`src/bss_pkg.sv`:
```
// ============================================================================
// bss_pkg
// Shared types and constants of the bounded stack with search.
// ============================================================================
package bss_pkg;

    localparam int VALUE_W   = 64;    // port width of value fields
    localparam int CAP_W     = 9;     // capacity register width
    localparam int DIST_W    = 8;     // reported search distance width
    localparam int ACTION_W  = 2;
    localparam int STATUS_W  = 2;
    localparam logic [CAP_W-1:0] CAP_RESET = 9'd256;

    typedef enum logic [ACTION_W-1:0] {
        ACT_PUSH   = 2'd0,
        ACT_POP    = 2'd1,
        ACT_PEEK   = 2'd2,
        ACT_SEARCH = 2'd3
    } t_action;

    typedef enum logic [STATUS_W-1:0] {
        ST_OK      = 2'd0,
        ST_FULL    = 2'd1,
        ST_EMPTY   = 2'd2,
        ST_MISSING = 2'd3
    } t_status;

    // controller -> datapath
    typedef struct packed {
        logic    accept;        // item taken: latch search key, clear distance
        logic    push_wr;       // write value at fill count, count up
        logic    pop_dec;       // count down
        logic    rd_top;        // read the top entry
        logic    rd_next;       // read the entry below the current pointer
        logic    res_load;      // load the result register
        t_status res_status;
        logic    res_use_rd;    // result carries the read data
        logic    res_use_dist;  // result carries the search distance
    } t_cmd;

    // datapath -> controller
    typedef struct packed {
        logic full;
        logic empty;
        logic hit;              // read data equals search key
        logic last;             // pointer sits on the bottom entry
    } t_sts;

endpackage

```
`src/bss_ctrl.sv`:
```
// ============================================================================
// bss_ctrl
// Request sequencer: decodes items, drives reads, walks searches.
// ============================================================================
module bss_ctrl
    import bss_pkg::*;
(
    input  logic                i_clk,
    input  logic                i_rst_n,
    input  logic                i_in_valid,
    input  logic [ACTION_W-1:0] i_action,
    output logic                o_in_ready,
    output logic                o_out_valid,
    input  logic                i_out_ready,
    input  t_sts                i_sts,
    output t_cmd                o_cmd
);

    typedef enum logic [2:0] {
        S_IDLE = 3'b001,
        S_READ = 3'b010,
        S_SRCH = 3'b100
    } t_state;

    t_state r_state, n_state;
    logic   r_out_valid, n_out_valid;
    logic   slot_free;
    logic   accept;
    t_cmd   cmd;

    assign slot_free  = !r_out_valid || i_out_ready;
    assign o_in_ready = (r_state == S_IDLE) && slot_free;
    assign accept     = i_in_valid && o_in_ready;

    always_comb begin
        n_state          = r_state;
        cmd.accept       = accept;
        cmd.push_wr      = 1'b0;
        cmd.pop_dec      = 1'b0;
        cmd.rd_top       = 1'b0;
        cmd.rd_next      = 1'b0;
        cmd.res_load     = 1'b0;
        cmd.res_status   = ST_OK;
        cmd.res_use_rd   = 1'b0;
        cmd.res_use_dist = 1'b0;
        unique case (r_state)
            S_IDLE: begin
                if (accept) begin
                    unique case (t_action'(i_action)) inside
                        ACT_PUSH: begin
                            cmd.res_load = 1'b1;
                            if (i_sts.full) begin
                                cmd.res_status = ST_FULL;
                            end else begin
                                cmd.push_wr = 1'b1;
                            end
                        end
                        ACT_POP, ACT_PEEK: begin
                            if (i_sts.empty) begin
                                cmd.res_load   = 1'b1;
                                cmd.res_status = ST_EMPTY;
                            end else begin
                                cmd.rd_top  = 1'b1;
                                cmd.pop_dec = (t_action'(i_action) == ACT_POP);
                                n_state     = S_READ;
                            end
                        end
                        ACT_SEARCH: begin
                            if (i_sts.empty) begin
                                cmd.res_load   = 1'b1;
                                cmd.res_status = ST_MISSING;
                            end else begin
                                cmd.rd_top = 1'b1;
                                n_state    = S_SRCH;
                            end
                        end
                        default: ;
                    endcase
                end
            end
            S_READ: begin
                if (slot_free) begin
                    cmd.res_load   = 1'b1;
                    cmd.res_use_rd = 1'b1;
                    n_state        = S_IDLE;
                end
            end
            S_SRCH: begin
                if (i_sts.hit) begin
                    if (slot_free) begin
                        cmd.res_load     = 1'b1;
                        cmd.res_use_dist = 1'b1;
                        n_state          = S_IDLE;
                    end
                end else if (i_sts.last) begin
                    if (slot_free) begin
                        cmd.res_load   = 1'b1;
                        cmd.res_status = ST_MISSING;
                        n_state        = S_IDLE;
                    end
                end else begin
                    cmd.rd_next = 1'b1;
                end
            end
            default: n_state = S_IDLE;
        endcase
    end

    always_comb begin
        if (cmd.res_load) begin
            n_out_valid = 1'b1;
        end else if (i_out_ready) begin
            n_out_valid = 1'b0;
        end else begin
            n_out_valid = r_out_valid;
        end
    end

    always_ff @(posedge i_clk) begin
        if (!i_rst_n) begin
            r_state     <= S_IDLE;
            r_out_valid <= 1'b0;
        end else begin
            r_state     <= n_state;
            r_out_valid <= n_out_valid;
        end
    end

    assign o_out_valid = r_out_valid;
    assign o_cmd       = cmd;

    // a new result never lands on one that is still waiting
    a_no_overwrite: assert property (@(posedge i_clk) disable iff (!i_rst_n)
        cmd.res_load |-> slot_free)
        else $error("result loaded over a pending result");

    // a search that neither hits nor ends keeps walking
    a_search_walks: assert property (@(posedge i_clk) disable iff (!i_rst_n)
        (r_state == S_SRCH && !i_sts.hit && !i_sts.last) |=> (r_state == S_SRCH))
        else $error("search left before reaching a hit or the bottom");

    // reads are issued only from idle (top) or while searching (next)
    a_read_source: assert property (@(posedge i_clk) disable iff (!i_rst_n)
        (!cmd.rd_next || r_state == S_SRCH) && (!cmd.rd_top || accept))
        else $error("memory read issued from the wrong state");

endmodule

```
`config.mk`:
```
export PLATFORM = sky130hd
export DESIGN_NAME = bss_ctrl
export DESIGN_NICKNAME = d
export VERILOG_FILES = /design/src/bss_pkg.sv /design/src/bss_ctrl.sv
export SDC_FILE = /design/constraint.sdc
export NUM_CORES = 1
export LEC_CHECK = 0
export ABC_AREA = 1
export BUFFER_PORTS_ARGS = -buffer_cell sky130_fd_sc_hd__buf_2
export CELL_PAD_IN_SITES_DETAIL_PLACEMENT = 2
export CELL_PAD_IN_SITES_GLOBAL_PLACEMENT = 2
export CORE_AREA = 3 3 54 56
export CTS_CLUSTER_DIAMETER = 40
export DETAILED_ROUTE_END_ITERATION = 7
export DIE_AREA = 0 0 57 59
export PLACE_DENSITY = 0.66
export SLEW_MARGIN = 20
export SYNTH_ARGS = -nofsm -noshare
export SYNTH_HDL_FRONTEND = slang
export SYNTH_SLANG_ARGS = --single-unit
```
`constraint.sdc`:
```
create_clock -name i_clk -period 1.25 [get_ports i_clk]
set_input_delay 0.1875 -clock i_clk [delete_from_list [all_inputs] [get_ports i_clk]]
set_output_delay 0.1875 -clock i_clk [all_outputs]
set_load 0.005 [all_outputs]
```
==> results of run 1 <==
## cell usage after synthesis
master and count:
dfxtp_1 4, nor2_1 15, a21oi_1 1, nor2_4 2, ha_1 3, o21ai_1 1, nand2_4 1, buf_4 2
inv_1 12, nor2_2 2, nand3_2 2, nand2_1 12, nand3b_1 2, nor4_1 1, nand2_2 3, nand3_1 7
o21ai_0 2, nor3_4 1, nor3b_2 1
## sequential cells by signal, indices dropped and copies added, names as in the netlist
signal,count
r_state,3
o_out_valid,1
## worst max-delay path by stage
stage / slack [ns] / to / start / cells after the start
global placement: -0.19 / r_state[2]$_SDFFE_PN0P_ / i_action[0] / 11
CTS: -0.33 / o_cmd[6] / r_state[2]$_SDFFE_PN0P_ / 6
detailed placement: -0.22 / r_state[2]$_SDFFE_PN0P_ / i_action[0] / 11
global route: -0.47 / o_cmd[6] / r_state[2]$_SDFFE_PN0P_ / 6
finish: -0.35 / o_cmd[4] / r_state[2]$_SDFFE_PN0P_ / 8
floorplan: 0.01 / o_cmd[4] / i_action[0] / 6
## cell families after synthesis
logic type      count (synthesis)  synth area share [%]
flops                           4                  17.1
buf+inv                        14                  12.8
fa+ha+maj                       3                  8.00
simple gates                   49                  57.9
compound gates                  4                  4.26
## per-stage QoR
step | TNS (ns) | setup slack, ns
global route | -5.45 | -0.468
detailed placement | -1.44 | -0.220
CTS | -3.04 | -0.329
finish | -3.94 | -0.347
global placement | -1.15 | -0.193
floorplan | 0 | 0.0132
## per-layer routing
metal  share of wire, %  track usage, %  wire length, um
met5                  0               0                0
met4                1.3            2.98               32
met3                1.7            1.74               43
met2                 58            25.6             1470
met1                 39            12.3              973
## power by group through the flow
stage	clock network [mW]	registers [mW]	logic, mW
CTS	0.164	0.264	1.25
finish	0.171	0.277	1.64
global placement	0	0.232	0.962
global route	0.185	0.284	1.81
floorplan	0	0.237	0.605
detailed placement	0	0.233	0.982
## final cells by class
class,instances,area (sq um),area share [%]
Multi-Input combinational cell,56,388,41.8
Timing Repair Buffer,47,347,37.4
Clock buffer,3,22.5,2.43
Sequential cell,4,85.1,9.18
Tap cell,30,37.5,4.05
Inverter,12,47.5,5.13
## critical path: stages, from the launching register on
cell      delay [ns]
dfxtp_2         0.35
buf_4           0.11
buf_6           0.11
inv_4           0.03
nand3b_1        0.12
nor2_2          0.06
nor2_1          0.15
nand3_2         0.12
buf_6           0.13
## what timing repair did
| item | CTS | global route |
|---|---|---|
| pin swaps | 7 | 11 |
| endpoints found under the hold margin | 0 | 0 |
| setup buffers | 8 | 9 |
| gates resized for setup | 10 | 18 |
| setup endpoints to repair | 15 | 15 |
==> results.yml, run 1 <==
status:
  status: "complete, but fails checks"
  violations: "negative setup slack"
flow_run:
  maxCapViolCount: 0
placed_design:
  dp_hpwl_mm: 1.39
  gp_congestion: 0.723
  postPlaceCellArea_sq_um: 679
  port_buffers: 21
  place_inst: 134
setup_path:
  crit_fanout: 3
  critical_path_arrival_ns: 1.41
  reg2reg_slack_ns: -0.27
  end_kind: "output port"
  rr_worst_depth: 11
  cp.required_ns: 1.06
  r2r-end: "r_state[2]$_SDFFE_PN0P_"
  r2r_start: "r_state[2]$_SDFFE_PN0P_"
  crit_path_start_kind: "flop"
  crit_type: "flop to output port"
logic_synthesis:
  ys_ff_latch: 4
  syn_nets: 87
  yosys.area.top_type: "dfxtp_1"
  syn_inst: 74
  synth_area_leaders: "dfxtp_1 (17%), nor2_1 (12%), inv_1 (9.6%)"
  syn-cell-area_sq_um: 469
  synth.distinct_cells: 19
  ys_warn_count: 0
  synth_top_area_share_pct: 17.1
  ys_seq_area_share_pct: 17.1
  synth.avg_cell_area_sq_um: 6.34
power_and_ir_drop:
  seq_power_share_pct: 13.3
  p_total_mw: 2.09
  p_sw_share_pct: 45.2
  combinationalPowerShare_pct: 78.6
  netSwitchingPower_mw: 0.944
  p_leak_nw: 0.514
  max-vdd-ir-drop_v: 0.000954
  intPower_mw: 1.15
  powerDensity_nw_per_um2: 2250
  power_frac_clock_pct: 8.2
final_layout:
  nets: 137
  antenna_cells: 0
  layout_commonest_cell: "buf_4"
  final_cell_mix: "buf_4 (21), buf_2 (18), nor2_1 (13), inv_1 (10), nand2_1 (9)"
  num-fill-cells: 289
  postLayoutCoreUtil_pct: 37.4
  final_cells: 152
  drive_above_1_share_pct: 63.9
  syn_to_final_growth_pct: 97.6
  final_cell_area_sq_um: 927
floorplanning:
  core_area_sq_um: 2480
  row_count: 18
  initial_utilization_pct: 18.9
  chipWidth_um: 57
  die-area_sq_um: 3360
  die-height_um: 59
  ios: 22
min_path:
  hold_class: "input pin to flop"
  hp-start: "i_rst_n"
  hold_depth: 2
  hold_path_end: "r_state[0]$_SDFFE_PN1P_"
detailed_routing:
  viasPerCell: 4.45
  routed_wl_mm: 2.52
  ant_nets: 0
  wl_per_cell_um: 16.6
  num_vias: 676
  drt_iter0_markers: 11
  drc: 0
  dr.pass1.iters: 3
clock_network:
  clock_sinks: 4
  cts_root_buf: "clkbuf_4"
  cts-buffers-inserted: 3
  cts_buffer_depth: 2
  cts_tree: "done"
  path_clk_slew_ns: 0.05
  holdBufCountCts: 0
  clock_latency_ns: 0.24
  h-tree-depth: 1
sta:
  skew_ns: 0.00997
  setup_viol: 15
  max_slew.worst_pin.slew_ns: 0.297
  max_clock_freq_ghz: 0.626
  holdWs_ns: 0.215
  slew_viol_final: 0
  fin_ws_ns: -0.347
  period_share_pct: 128
  relSlewSlack_pct: 80.2
  hold_viol: 0
  rsz0062_at_grt: "yes"
  layout_min_cycle_time_ns: 1.60
global_route:
  antenna_found_initial: 0
  grt_max_degree: 7
  grt_use_total_pct: 12.2
  grt_pass1_vias: 699
  grt_pass1_wl_mm: 3.20
  grt_overflow: 0
Note: power is estimated with default switching activity, not from simulation.
==> inputs of run 2 (changes only) <==
--- a/config.mk
+++ b/config.mk
@@ -9,11 +9,11 @@
 export BUFFER_PORTS_ARGS = -buffer_cell sky130_fd_sc_hd__buf_2
 export CELL_PAD_IN_SITES_DETAIL_PLACEMENT = 2
 export CELL_PAD_IN_SITES_GLOBAL_PLACEMENT = 2
-export CORE_AREA = 3 3 54 56
+export CORE_AREA = 3 3 57 54
 export CTS_CLUSTER_DIAMETER = 40
 export DETAILED_ROUTE_END_ITERATION = 7
-export DIE_AREA = 0 0 57 59
-export PLACE_DENSITY = 0.66
+export DIE_AREA = 0 0 60 57
+export PLACE_DENSITY = 0.65
 export SLEW_MARGIN = 20
 export SYNTH_ARGS = -nofsm -noshare
 export SYNTH_HDL_FRONTEND = slang
==> run 2 against run 1 <==
  * The flow still finishes with violations (negative setup slack)
  * Clock power decreased by 7%
  * Final area fell by 7.7%
  * Global-route usage shrank 0.28 points
  * Non-clock buffer count is 7 lower
  * Wire length down 18%
  * Worst hold slack better by 0.0032 ns
  * Fmax is 1.2% lower
  * Cell count shrank 5.9%
  * First-iteration DRC count down 9.1%
==> results.yml, run 2 (synthesis results as in run 1) <==
status:
  status: "complete, but fails checks"
  violations: "negative setup slack"
setup_path:
  crit_type: "flop to output port"
  crit_fanout: 4
  reg2reg_slack_ns: -0.27
  cp.required_ns: 1.06
  critical_path_arrival_ns: 1.43
  r2r-end: "r_state[2]$_SDFFE_PN0P_"
  crit_path_start_kind: "flop"
  end_kind: "output port"
  rr_worst_depth: 11
  crit_start: "r_state[1]$_SDFFE_PN0P_"
  r2r_start: "r_state[2]$_SDFFE_PN0P_"
sta:
  slew_viol_final: 0
  setup_viol: 15
  fin_ws_ns: -0.367
  period_share_pct: 129
  skew_ns: 0.00272
  max_slew.worst_pin.slew_ns: 0.301
  layout_min_cycle_time_ns: 1.62
  relSlewSlack_pct: 79.9
  max_clock_freq_ghz: 0.618
  rsz0062_at_grt: "yes"
  hold_viol: 0
power_and_ir_drop:
  max-vdd-ir-drop_v: 0.000973
  powerDensity_nw_per_um2: 1990
  p_leak_nw: 0.475
detailed_routing:
  drt_iter0_markers: 10
  viasPerCell: 4.38
  wl_per_cell_um: 14.5
  ant_nets: 0
  drc: 0
  routed_wl_mm: 2.07
  num_vias: 627
  dr.pass1.iters: 2
final_layout:
  drive_above_1_share_pct: 64.3
  regMostFlops: "r_state"
  antenna_cells: 0
  largest_register_ffs: 3
  final_cells: 143
  syn_to_final_growth_pct: 82.4
  final_cell_mix: "buf_2 (20), buf_4 (13), inv_1 (10), nor2_1 (10), nand2_1 (9)"
  nets: 130
  postLayoutCoreUtil_pct: 34.7
  num-fill-cells: 300
  layout_commonest_cell: "buf_2"
min_path:
  hold_class: "input pin to flop"
  hp-start: "i_rst_n"
  hold_path_end: "r_state[0]$_SDFFE_PN1P_"
  hold_depth: 2
global_route:
  grt_use_met2_pct: 21.3
  grt_overflow: 0
  grt_pass1_wl_mm: 3.15
  grt_pass1_vias: 686
  use_met3_pct: 3.39
  grt.busiest_layer: "met2"
  antenna_found_initial: 0
  grt_use_total_pct: 11.9
  grt_max_degree: 6
  grtUsageMet1_pct: 14.0
floorplanning:
  die-height_um: 57
  ios: 22
  die-area_sq_um: 3420
  row_count: 17
  core_area_sq_um: 2470
  initial_utilization_pct: 19.0
  chipWidth_um: 60
clock_network:
  path_clk_slew_ns: 0.04
  cts-buffers-inserted: 3
  clock_sinks: 4
  cts_tree: "done"
  clock_latency_ns: 0.23
  cts_root_buf: "clkbuf_4"
  h-tree-depth: 1
  holdBufCountCts: 0
  cts_buffer_depth: 2
placed_design:
  dp_hpwl_mm: 1.48
  port_buffers: 21
  place_inst: 133
  gp_congestion: 0.714
flow_run:
  maxCapViolCount: 0
[run 2: worst max-delay path, cell delays in order (launching register included)]
cell and delay [ns]:
dfxtp_4 0.35, nor2_4 0.12, nand2_4 0.07, nor3_4 0.25, buf_6 0.15, nand2_2 0.05
nor2_1 0.08, buf_2 0.11
[run 2: metrics by stage]
stage / setup slack [ns] / hold WS [ns] / TNS (ns) / area, sq um / power [mW]
after floorplan: 0.0132 / 0.272 / 0 / 469 / 0.842
after global placement: -0.155 / 0.431 / -1.08 / 684 / 1.19
after detailed placement: -0.271 / 0.448 / -1.75 / 684 / 1.24
after CTS: -0.400 / 0.196 / -3.47 / 768 / 1.58
after global routing: -0.473 / 0.207 / -5.03 / 856 / 1.89
final: -0.367 / 0.218 / -3.60 / 856 / 1.71
[run 2: how the worst max path moves through the flow]
stage,to,slack (ns),cells after the start
floorplan,o_cmd[4],0.01,6
global placement,r_state[2]$_SDFFE_PN0P_,-0.15,11
global route,o_cmd[6],-0.47,6
detailed placement,r_state[2]$_SDFFE_PN0P_,-0.27,11
finish,o_cmd[8],-0.37,7
CTS,o_cmd[7],-0.40,6
[run 2: layout make-up]
| class | count | area [sq um] | share of cell area [%] |
|---|---|---|---|
| clock buffers | 3 | 22.5 | 2.63 |
| repair buffers | 40 | 277 | 32.3 |
| well taps | 28 | 35.0 | 4.09 |
| inverters | 12 | 47.5 | 5.56 |
| multi-input cells | 56 | 387 | 45.2 |
| flip-flops and latches | 4 | 87.6 | 10.2 |
[run 2: what timing repair did]
item                       CTS  global route
setup endpoints to repair   15            15
gates resized for setup     12            20
pin swaps                    6             9
hold endpoints to repair     0             0
setup buffers                4             3
[run 2: power breakdown]
group	switching, mW	total [mW]	internal (mW)
Sequential	0.0797	0.281	0.202
Combinational	0.669	1.27	0.597
Clock	0.0516	0.159	0.107
[run 2: metal layers]
layer,up-vias,wire [um]
met5,-,0
met1,294,853
met2,12,1110
li1,317,-
met4,0,25
met3,4,79
